File: src/rtl/prf_pkg.sv
// shared types and constants for the ip/port range filter
`default_nettype none

package prf_pkg;

    // entries in each of the ip, tcp, udp and protocol tables
    localparam int TABLE_ENTRIES = 16;

    localparam int FUNC_W  = 3;
    localparam int SLOT_W  = 4;
    localparam int ADDR_W  = 32;
    localparam int PORT_W  = 16;
    localparam int PROTO_W = 8;
    localparam int PADDR_W = 4;
    localparam int PDATA_W = 32;
    localparam int REG_W   = 2;

    localparam logic [FUNC_W-1:0] FUNC_LOAD_IP    = 3'd0;
    localparam logic [FUNC_W-1:0] FUNC_LOAD_TCP   = 3'd1;
    localparam logic [FUNC_W-1:0] FUNC_LOAD_UDP   = 3'd2;
    localparam logic [FUNC_W-1:0] FUNC_LOAD_PROTO = 3'd3;
    localparam logic [FUNC_W-1:0] FUNC_CLEAR      = 3'd4;
    localparam logic [FUNC_W-1:0] FUNC_LOOKUP     = 3'd5;

    // register index, taken from paddr[3:2]
    localparam logic [REG_W-1:0] REG_ALL_APPS = 2'd0;
    localparam logic [REG_W-1:0] REG_TCP_CODE = 2'd1;
    localparam logic [REG_W-1:0] REG_UDP_CODE = 2'd2;

    localparam logic [PROTO_W-1:0] TCP_CODE_RESET = 8'd6;
    localparam logic [PROTO_W-1:0] UDP_CODE_RESET = 8'd17;

    typedef struct packed {
        logic capture;  // latch the accepted word
        logic eval;     // write tables, register per-table hits
        logic finish;   // combine hits into the output register
    } cmd_t;

endpackage

`default_nettype wire

File: src/rtl/prf_ctrl.sv
// controller state machine: sequences capture, evaluate and result load
`default_nettype none

module prf_ctrl (
    input  wire               clk,
    input  wire               rst_n,
    input  wire               in_valid,
    output logic              in_ready,
    output logic              out_valid,
    input  wire               out_ready,
    output prf_pkg::cmd_t     cmd
);

    localparam logic [1:0] S_IDLE = 2'd0;
    localparam logic [1:0] S_EVAL = 2'd1;
    localparam logic [1:0] S_DONE = 2'd2;

    logic [1:0] state_reg;
    logic [1:0] state_next;
    logic       out_valid_reg;
    logic       out_valid_next;

    always_comb
    begin
        state_next     = state_reg;
        out_valid_next = out_valid_reg;
        in_ready       = 1'b0;
        cmd            = '0;
        if (out_valid_reg && out_ready)
        begin
            out_valid_next = 1'b0;
        end
        case (state_reg)
            S_IDLE:
            begin
                in_ready = 1'b1;
                if (in_valid)
                begin
                    cmd.capture = 1'b1;
                    state_next  = S_EVAL;
                end
            end
            S_EVAL:
            begin
                cmd.eval   = 1'b1;
                state_next = S_DONE;
            end
            S_DONE:
            begin
                // wait until the output register is free
                if (!out_valid_reg || out_ready)
                begin
                    cmd.finish     = 1'b1;
                    out_valid_next = 1'b1;
                    state_next     = S_IDLE;
                end
            end
            default:
            begin
                state_next = S_IDLE;
            end
        endcase
    end

    always_ff @(posedge clk or negedge rst_n)
    begin
        if (!rst_n)
        begin
            state_reg     <= S_IDLE;
            out_valid_reg <= 1'b0;
        end
        else
        begin
            state_reg     <= state_next;
            out_valid_reg <= out_valid_next;
        end
    end

    assign out_valid = out_valid_reg;

endmodule

`default_nettype wire

File: src/rtl/prf_dp.sv
// datapath: range tables, per-entry comparators and result register
`default_nettype none

module prf_dp (
    input  wire                              clk,
    input  wire                              rst_n,
    input  prf_pkg::cmd_t                    cmd,
    input  wire  [prf_pkg::FUNC_W-1:0]       func,
    input  wire  [prf_pkg::SLOT_W-1:0]       slot,
    input  wire  [prf_pkg::ADDR_W-1:0]       range_low,
    input  wire  [prf_pkg::ADDR_W-1:0]       range_high,
    input  wire  [prf_pkg::ADDR_W-1:0]       packet_ip,
    input  wire  [prf_pkg::PORT_W-1:0]       packet_port,
    input  wire  [prf_pkg::PROTO_W-1:0]      packet_proto,
    input  wire                              all_apps,
    input  wire  [prf_pkg::PROTO_W-1:0]      tcp_code,
    input  wire  [prf_pkg::PROTO_W-1:0]      udp_code,
    output logic                             matched
);

    localparam int N = prf_pkg::TABLE_ENTRIES;

    // captured word
    logic [prf_pkg::FUNC_W-1:0]  func_reg;
    logic [prf_pkg::SLOT_W-1:0]  slot_reg;
    logic [prf_pkg::ADDR_W-1:0]  lo_reg;
    logic [prf_pkg::ADDR_W-1:0]  hi_reg;
    logic [prf_pkg::ADDR_W-1:0]  ip_reg;
    logic [prf_pkg::PORT_W-1:0]  port_reg;
    logic [prf_pkg::PROTO_W-1:0] proto_reg;

    // tables
    logic [prf_pkg::ADDR_W-1:0]  ip_lo_reg    [N];
    logic [prf_pkg::ADDR_W-1:0]  ip_hi_reg    [N];
    logic [prf_pkg::PORT_W-1:0]  tcp_lo_reg   [N];
    logic [prf_pkg::PORT_W-1:0]  tcp_hi_reg   [N];
    logic [prf_pkg::PORT_W-1:0]  udp_lo_reg   [N];
    logic [prf_pkg::PORT_W-1:0]  udp_hi_reg   [N];
    logic [prf_pkg::PROTO_W-1:0] proto_lst_reg[N];
    logic [N-1:0] ip_ok_reg;
    logic [N-1:0] ip_ok_next;
    logic [N-1:0] tcp_ok_reg;
    logic [N-1:0] tcp_ok_next;
    logic [N-1:0] udp_ok_reg;
    logic [N-1:0] udp_ok_next;
    logic [N-1:0] proto_ok_reg;
    logic [N-1:0] proto_ok_next;

    // per-table hits
    logic ip_hit_reg;
    logic tcp_hit_reg;
    logic udp_hit_reg;
    logic proto_hit_reg;
    logic lookup_reg;
    logic matched_reg;
    logic matched_next;

    logic [N-1:0] wr_sel;
    logic [N-1:0] ip_lane;
    logic [N-1:0] tcp_lane;
    logic [N-1:0] udp_lane;
    logic [N-1:0] proto_lane;
    logic         is_ip;
    logic         is_tcp;
    logic         is_udp;
    logic         is_proto;
    logic         is_clear;

    assign is_ip    = (func_reg == prf_pkg::FUNC_LOAD_IP);
    assign is_tcp   = (func_reg == prf_pkg::FUNC_LOAD_TCP);
    assign is_udp   = (func_reg == prf_pkg::FUNC_LOAD_UDP);
    assign is_proto = (func_reg == prf_pkg::FUNC_LOAD_PROTO);
    assign is_clear = (func_reg == prf_pkg::FUNC_CLEAR);

    // one comparator lane per entry
    always_comb
    begin
        for (int e = 0; e < N; e++)
        begin
            wr_sel[e]     = ({{(32-prf_pkg::SLOT_W){1'b0}}, slot_reg} == 32'(e));
            ip_lane[e]    = ip_ok_reg[e] && (ip_lo_reg[e] <= ip_reg)
                            && (ip_reg <= ip_hi_reg[e]);
            tcp_lane[e]   = tcp_ok_reg[e] && (tcp_lo_reg[e] <= port_reg)
                            && (port_reg <= tcp_hi_reg[e]);
            udp_lane[e]   = udp_ok_reg[e] && (udp_lo_reg[e] <= port_reg)
                            && (port_reg <= udp_hi_reg[e]);
            proto_lane[e] = proto_ok_reg[e] && (proto_lst_reg[e] == proto_reg);
        end
    end

    always_comb
    begin
        ip_ok_next    = ip_ok_reg;
        tcp_ok_next   = tcp_ok_reg;
        udp_ok_next   = udp_ok_reg;
        proto_ok_next = proto_ok_reg;
        if (cmd.eval)
        begin
            if (is_clear)
            begin
                ip_ok_next    = '0;
                tcp_ok_next   = '0;
                udp_ok_next   = '0;
                proto_ok_next = '0;
            end
            if (is_ip)
            begin
                ip_ok_next = ip_ok_reg | wr_sel;
            end
            if (is_tcp)
            begin
                tcp_ok_next = tcp_ok_reg | wr_sel;
            end
            if (is_udp)
            begin
                udp_ok_next = udp_ok_reg | wr_sel;
            end
            if (is_proto)
            begin
                proto_ok_next = proto_ok_reg | wr_sel;
            end
        end
    end

    // tcp table wins when both codes are equal
    always_comb
    begin
        if (!lookup_reg || !ip_hit_reg)
        begin
            matched_next = 1'b0;
        end
        else if (all_apps)
        begin
            matched_next = 1'b1;
        end
        else if (proto_reg == tcp_code)
        begin
            matched_next = tcp_hit_reg;
        end
        else if (proto_reg == udp_code)
        begin
            matched_next = udp_hit_reg;
        end
        else
        begin
            matched_next = proto_hit_reg;
        end
    end

    always_ff @(posedge clk)
    begin
        if (cmd.capture)
        begin
            func_reg  <= func;
            slot_reg  <= slot;
            lo_reg    <= range_low;
            hi_reg    <= range_high;
            ip_reg    <= packet_ip;
            port_reg  <= packet_port;
            proto_reg <= packet_proto;
        end
        if (cmd.eval)
        begin
            ip_hit_reg    <= |ip_lane;
            tcp_hit_reg   <= |tcp_lane;
            udp_hit_reg   <= |udp_lane;
            proto_hit_reg <= |proto_lane;
            lookup_reg    <= (func_reg == prf_pkg::FUNC_LOOKUP);
            for (int e = 0; e < N; e++)
            begin
                if (wr_sel[e] && is_ip)
                begin
                    ip_lo_reg[e] <= lo_reg;
                    ip_hi_reg[e] <= hi_reg;
                end
                if (wr_sel[e] && is_tcp)
                begin
                    tcp_lo_reg[e] <= lo_reg[prf_pkg::PORT_W-1:0];
                    tcp_hi_reg[e] <= hi_reg[prf_pkg::PORT_W-1:0];
                end
                if (wr_sel[e] && is_udp)
                begin
                    udp_lo_reg[e] <= lo_reg[prf_pkg::PORT_W-1:0];
                    udp_hi_reg[e] <= hi_reg[prf_pkg::PORT_W-1:0];
                end
                if (wr_sel[e] && is_proto)
                begin
                    proto_lst_reg[e] <= lo_reg[prf_pkg::PROTO_W-1:0];
                end
            end
        end
        if (cmd.finish)
        begin
            matched_reg <= matched_next;
        end
    end

    always_ff @(posedge clk or negedge rst_n)
    begin
        if (!rst_n)
        begin
            ip_ok_reg    <= '0;
            tcp_ok_reg   <= '0;
            udp_ok_reg   <= '0;
            proto_ok_reg <= '0;
        end
        else
        begin
            ip_ok_reg    <= ip_ok_next;
            tcp_ok_reg   <= tcp_ok_next;
            udp_ok_reg   <= udp_ok_next;
            proto_ok_reg <= proto_ok_next;
        end
    end

    assign matched = matched_reg;

endmodule

`default_nettype wire

File: src/rtl/ip_port_range_filter.sv
// Packet filter rule matcher: IPv4 address ranges plus TCP/UDP port ranges and a
// list of other protocol codes, each table 16 entries deep with valid bits that
// reset and the clear word drop. Every word (load, clear or lookup) returns one
// result word; matched is 1 only for a lookup that hits. An accepted word is first
// captured, then all entries of every table are compared in parallel and the table
// write happens, and then the hits are combined into the output register once that
// register is free. A new word is taken only after the last one has reached the
// output register, which lets the next word enter while a result still waits.
// all_apps, tcp_code and udp_code sit at APB offsets 0x0, 0x4 and 0x8; the user is
// to write them only while the block is idle, which the block does not enforce.
`default_nettype none

module ip_port_range_filter (
    input  wire                              clk,
    input  wire                              rst_n,
    input  wire                              psel,
    input  wire                              penable,
    input  wire                              pwrite,
    input  wire  [prf_pkg::PADDR_W-1:0]      paddr,
    input  wire  [prf_pkg::PDATA_W-1:0]      pwdata,
    output logic [prf_pkg::PDATA_W-1:0]      prdata,
    output logic                             pready,
    input  wire                              in_valid,
    output logic                             in_ready,
    input  wire  [prf_pkg::FUNC_W-1:0]       func,
    input  wire  [prf_pkg::SLOT_W-1:0]       slot,
    input  wire  [prf_pkg::ADDR_W-1:0]       range_low,
    input  wire  [prf_pkg::ADDR_W-1:0]       range_high,
    input  wire  [prf_pkg::ADDR_W-1:0]       packet_ip,
    input  wire  [prf_pkg::PORT_W-1:0]       packet_port,
    input  wire  [prf_pkg::PROTO_W-1:0]      packet_proto,
    output logic                             out_valid,
    input  wire                              out_ready,
    output logic                             matched
);

    logic                         all_apps_reg;
    logic [prf_pkg::PROTO_W-1:0]  tcp_code_reg;
    logic [prf_pkg::PROTO_W-1:0]  udp_code_reg;
    logic                         cfg_wr;
    logic [prf_pkg::REG_W-1:0]    reg_idx;
    prf_pkg::cmd_t                cmd;

    assign pready  = 1'b1;
    assign cfg_wr  = psel && penable && pwrite;
    assign reg_idx = paddr[prf_pkg::PADDR_W-1:2];

    always_ff @(posedge clk or negedge rst_n)
    begin
        if (!rst_n)
        begin
            all_apps_reg <= 1'b1;
            tcp_code_reg <= prf_pkg::TCP_CODE_RESET;
            udp_code_reg <= prf_pkg::UDP_CODE_RESET;
        end
        else if (cfg_wr)
        begin
            case (reg_idx)
                prf_pkg::REG_ALL_APPS: all_apps_reg <= pwdata[0];
                prf_pkg::REG_TCP_CODE: tcp_code_reg <= pwdata[prf_pkg::PROTO_W-1:0];
                prf_pkg::REG_UDP_CODE: udp_code_reg <= pwdata[prf_pkg::PROTO_W-1:0];
                default: ;
            endcase
        end
    end

    always_comb
    begin
        case (reg_idx)
            prf_pkg::REG_ALL_APPS:
                prdata = {{(prf_pkg::PDATA_W-1){1'b0}}, all_apps_reg};
            prf_pkg::REG_TCP_CODE:
                prdata = {{(prf_pkg::PDATA_W-prf_pkg::PROTO_W){1'b0}}, tcp_code_reg};
            prf_pkg::REG_UDP_CODE:
                prdata = {{(prf_pkg::PDATA_W-prf_pkg::PROTO_W){1'b0}}, udp_code_reg};
            default:
                prdata = '0;
        endcase
    end

    prf_ctrl u_ctrl (
        .clk       (clk),
        .rst_n     (rst_n),
        .in_valid  (in_valid),
        .in_ready  (in_ready),
        .out_valid (out_valid),
        .out_ready (out_ready),
        .cmd       (cmd)
    );

    prf_dp u_dp (
        .clk          (clk),
        .rst_n        (rst_n),
        .cmd          (cmd),
        .func         (func),
        .slot         (slot),
        .range_low    (range_low),
        .range_high   (range_high),
        .packet_ip    (packet_ip),
        .packet_port  (packet_port),
        .packet_proto (packet_proto),
        .all_apps     (all_apps_reg),
        .tcp_code     (tcp_code_reg),
        .udp_code     (udp_code_reg),
        .matched      (matched)
    );

`ifndef ASSERT_OFF
    // one word in flight at a time
    a_busy_after_accept: assert property (@(posedge clk) disable iff (!rst_n)
        in_valid && in_ready |=> !in_ready)
        else $error("word accepted while previous one still in flight");

    a_cmd_exclusive: assert property (@(posedge clk) disable iff (!rst_n)
        $onehot0({cmd.capture, cmd.eval, cmd.finish}))
        else $error("controller issued overlapping commands");

    // result load never overwrites an undrained result
    a_no_overwrite: assert property (@(posedge clk) disable iff (!rst_n)
        cmd.finish |-> (!out_valid || out_ready))
        else $error("result register overwritten before drain");

    a_cfg_write: assert property (@(posedge clk) disable iff (!rst_n)
        cfg_wr && reg_idx == prf_pkg::REG_ALL_APPS |=> all_apps_reg == $past(pwdata[0]))
        else $error("all_apps write lost");
`endif

endmodule

`default_nettype wire
File: config.mk
export PLATFORM = sky130hd
export DESIGN_NAME = ip_port_range_filter
export DESIGN_NICKNAME = d
export VERILOG_FILES = /design/src/rtl/prf_pkg.sv /design/src/rtl/prf_ctrl.sv /design/src/rtl/prf_dp.sv /design/src/rtl/ip_port_range_filter.sv
export SDC_FILE = /design/constraint.sdc
export NUM_CORES = 2
export LEC_CHECK = 0
export BUFFER_PORTS_ARGS = -buffer_cell sky130_fd_sc_hd__clkbuf_2
export CORE_MARGIN = 4
export CORE_UTILIZATION = 25
export DETAILED_ROUTE_END_ITERATION = 16
export SETUP_SLACK_MARGIN = 0.5
export SLEW_MARGIN = 30
export SYNTH_ARGS = -nofsm -noshare
export SYNTH_HDL_FRONTEND = slang
export SYNTH_SLANG_ARGS = --single-unit
File: constraint.sdc
create_clock -name clk -period 5.29 [get_ports clk]
set_clock_uncertainty 0.05 [all_clocks]
set_input_delay 0.529 -clock clk [delete_from_list [all_inputs] [get_ports clk]]
set_output_delay 0.529 -clock clk [all_outputs]
set_load 0.01 [all_outputs]
==> results.txt <==
detailed-route wire length per cell - 21.7 microns
post-route standard cell area excluding fillers - 145000 sq um
Overall Global Routing Usage - 14.0%
starting utilization of the core area - 25.2%
number of buffers on the longest clock path - 4
class of the most critical hold timing path - input port to flop
Net count, final - 12300
pre-CTS setup slack - 0.630 ns
synth warn - 0
actual transition at the worst max-transition pin - 1.10 ns
global route overflow - 0
most frequent cell on the critical path - sky130_fd_sc_hd__nand4_1
setup slack on the worst flop-to-flop path - 0.73 ns
share of the clock period used by the worst path - 86.2%
FF-to-FF path depth - 10
Yosys cell types - 71
cell row count - 256
highest net fanout along the worst path - 15
data arrival time of the worst path - 5.14 ns
CTS root buf - sky130_fd_sc_hd__clkbuf_16
Crit path max-delay family - simple AND/OR/NAND/NOR gates
depth of the worst hold-timing path - 1
Finished Core Util - 29.8%
number of endpoints with negative hold slack in the final report - 0
Gate Count Post-Synth - 9205
CTS buffer count - 278
CTS H-tree lvls - 5
area delta synth->final - 18.6%
count of buffers from port buffering - 154
post-synthesis simple-gate area fraction - 7.10%
Mean Syn Cell Area - 13.3 sq um
kind of end point of the critical path - flop
number of violations reported at the end of detailed-routing iteration 0 - 6797
stage delay of the slowest cell on the critical path - 0.92 ns
Core Footprint - 488000 sq um
final critical-path required period - 4.56 ns
Seq pwr share - 45.0%
destination of the worst hold path - u_dp.ip_reg[9]$_DFFE_PP_
via density per instance - 4.73
Synth Area in Compound Gates - 8.82%
r2r endpoint - u_dp.ip_hit_reg$_DFFE_PP_
share of synthesized registers carrying an async set or reset - 3.51%
launching point of the worst reg2reg path - u_dp.ip_reg[30]$_DFFE_PP_
count of buffer and inverter cells on the critical path - 2
cell area after synthesis - 123000 sq um
number of global-route vias before repair - 76700
largest net degree at the start of global routing - 79
clock-pin slew on the worst setup and hold paths - 0.06 ns
clock latency of the later-clocked register in the worst-skew pair - 0.94 ns
min-delay src - packet_ip[9]
wirelength, routed - 362000 microns
proportion of synthesized area in mux cells - 0.172%
combinational share of power - 15.4%
cell-by-cell listing of the critical path - inv_1 -> buf_4 -> ha_1 -> nand4_1 -> nor4_1 -> o31a_1 -> o21ai_0 -> a2bb2oi_1 -> nand4_1 -> or4b_1
parity-gate share of the synthesized area counting xor and xnor cells - 1.04%
start-to-end type of the worst setup path - flop to flop
Placed Instance Area - 135000 sq um
CTS tree - built
Relative slew margins - 26.2%
Die W - 708 microns
Boundary Pins - 206
final RePlAce weighted congestion - 0.837
Residual DRC - 0
Static Leakage - 59.2 nW
crit start category - flop
power consumption - 49.5 mW
fraction of final layout cells with drive strength greater than 1 - 9.66%
setup violation total in the final timing report - 0
HPWL after DPL - 235000 microns
number of nets with antenna violations after detailed routing - 0
worst supply voltage drop on vdd - 0.000261 V
full die area - 502000 sq um
fmax - 219 MHz
status - completed
adder and majority gate portion of the synthesized area - 20.9%
number of enable flip-flop cells after synthesis - 2309
total negative setup slack - 0 ns
total net switching power - 13.7 mW
height of the die - 708 microns
number of antenna violations at the first check in global routing - 26
combinational family with the most area after synthesis - adder cells
Max Transition Viols Final - 0
cell type of the slowest stage on the worst timing path - sky130_fd_sc_hd__nor4_1
switching share of power - 27.7%
detailed-router iteration count before antenna repair - 6
post-route setup slack - 0.728 ns
number of sinks driven by the clock tree - 2393
filler instances - 48700
setup repair after global routing missed its margin - no
maxcap violations - 0
sequential fraction of the synthesis area - 58.3%
Synth Register Bits - 2393
overall via count from detail_route - 79100
Worst EP required - 5.87 ns
leading register cell type out of synthesis - sky130_fd_sc_hd__edfxtp_1
Clk pwr share - 39.6%
internal power - 35.7 mW
PD cells - 340 nW/um^2
wire length of the first global-routing pass - 520000 microns
-- through the flow --
step	instances	hold WS, ns
final	16700	0.0661
after global routing	16700	0.0245
after CTS	16700	0.00680
after detailed placement	16100	0.418
after global placement	16000	0.422
after floorplan	9228	0.183
-- logic make-up (layout without fill, tap and decap cells) --
kind of cell,Yosys count,in the layout
flops,2393,2393
compound gates,1770,1770
fa+ha+maj,2048,2048
xor+xnor,146,146
simple gates,1647,1647
other cells,2,34
buf+inv,1180,2215
mux,19,19
-- placed cells by master (no fill, tap or decap), drive strengths merged, types with 87 or more instances in the layout --
| cell type | count |
|---|---|
| edfxtp | 2309 |
| ha | 2048 |
| inv | 1125 |
| a21oi | 711 |
| clkbuf | 508 |
| nand4 | 457 |
| a21o | 364 |
| o21ai | 331 |
| buf | 316 |
| nor2 | 307 |
| nand2 | 282 |
| dlygate4sd3 | 135 |
| nor2b | 130 |
| nand3 | 125 |
| xor2 | 104 |
| a211oi | 97 |
| clkinv | 97 |
| nor4 | 87 |
-- per-layer routing --
metal / vias to the layer above / routed length [microns] / share of wire (%) / GRT usage, %
li1: 36600 / - / - / -
met1: 39300 / 169000 / 47 / 20.2
met2: 2542 / 157000 / 43 / 21.6
met3: 591 / 25600 / 7.1 / 2.15
met4: 14 / 11000 / 3.1 / 4.21
met5: - / 100 / 0.028 / 0
-- what timing repair did --
| item | CTS | global route |
|---|---|---|
| endpoints found under the hold margin | 177 | 0 |
| resized for setup | 0 | 0 |
| setup buffers | 0 | 2 |
| endpoints found under the setup margin | 0 | 1 |
| hold buffers | 135 | 0 |
-- layout make-up --
| cell class | instances | area (sq um) | share of cell area, % |
|---|---|---|---|
| antenna | 9 | 22.5 | 0.0155 |
| sequential | 2393 | 71400 | 49.1 |
| timing repair buffer | 604 | 5350 | 3.68 |
| multi-input combinational | 5655 | 47200 | 32.4 |
| inverter | 1113 | 4180 | 2.87 |
| clock inverter | 143 | 1570 | 1.08 |
| clock buffer | 355 | 7610 | 5.23 |
| tap | 6450 | 8070 | 5.55 |
-- cell usage after synthesis (all sizes together) (6+ instances only) --
master | instances | area, sq um
a2111oi | 26 | 228
a211o | 6 | 52.6
a211oi | 97 | 728
a21boi | 6 | 45.0
a21o | 364 | 2730
a21oi | 711 | 3560
a221o | 18 | 180
a221oi | 24 | 210
a22o | 8 | 70.1
a31oi | 25 | 156
and2 | 19 | 119
and3 | 7 | 43.8
and4 | 28 | 245
buf | 40 | 254
clkbuf | 27 | 101
dfrtp | 79 | 1980
edfxtp | 2309 | 69300
ha | 2048 | 25600
inv | 1113 | 4180
mux2 | 17 | 191
nand2 | 282 | 1060
nand2b | 54 | 338
nand3 | 125 | 626
nand4 | 457 | 2860
nor2 | 307 | 1150
nor2b | 130 | 813
nor3 | 82 | 410
nor4 | 87 | 544
o2111ai | 10 | 87.6
o211ai | 37 | 278
o21a | 49 | 368
o21ai | 331 | 1660
o21bai | 19 | 143
o22ai | 9 | 56.3
or2 | 16 | 100
or3 | 21 | 131
or4 | 11 | 86.3
xnor2 | 42 | 368
xor2 | 104 | 911
-- how the worst max path moves through the flow --
| stage | slack (ns) | cells after the start | to | from |
|---|---|---|---|---|
| 2_1_floorplan | 0.43 | 7 | u_dp.ip_hi_reg[1][128]$_DFFE_PP_ | u_ctrl.state_reg[1]$_DFFE_PN0P_ |
| 3_3_place_gp | 0.69 | 10 | u_dp.ip_hit_reg$_DFFE_PP_ | u_dp.ip_reg[28]$_DFFE_PP_ |
| 3_5_place_dp | 0.63 | 10 | u_dp.ip_hit_reg$_DFFE_PP_ | u_dp.ip_reg[28]$_DFFE_PP_ |
| 4_1_cts | 0.70 | 10 | u_dp.ip_hit_reg$_DFFE_PP_ | u_dp.ip_reg[28]$_DFFE_PP_ |
| 5_1_grt | 0.51 | 12 | u_dp.ip_hit_reg$_DFFE_PP_ | u_dp.ip_reg[30]$_DFFE_PP_ |
| 6_report | 0.73 | 10 | u_dp.ip_hit_reg$_DFFE_PP_ | u_dp.ip_reg[30]$_DFFE_PP_ |
-- power by group through the flow --
stage | Combinational (mW) | Clock (mW) | Sequential, mW
2_1_floorplan | 3.69 | 0 | 22.7
3_3_place_gp | 7.24 | 0 | 22.7
3_5_place_dp | 7.43 | 0 | 22.7
4_1_cts | 7.57 | 20.0 | 22.3
5_1_grt | 8.43 | 20.7 | 22.3
6_report | 7.61 | 19.6 | 22.3
Note: power is estimated with default switching activity, not from simulation.
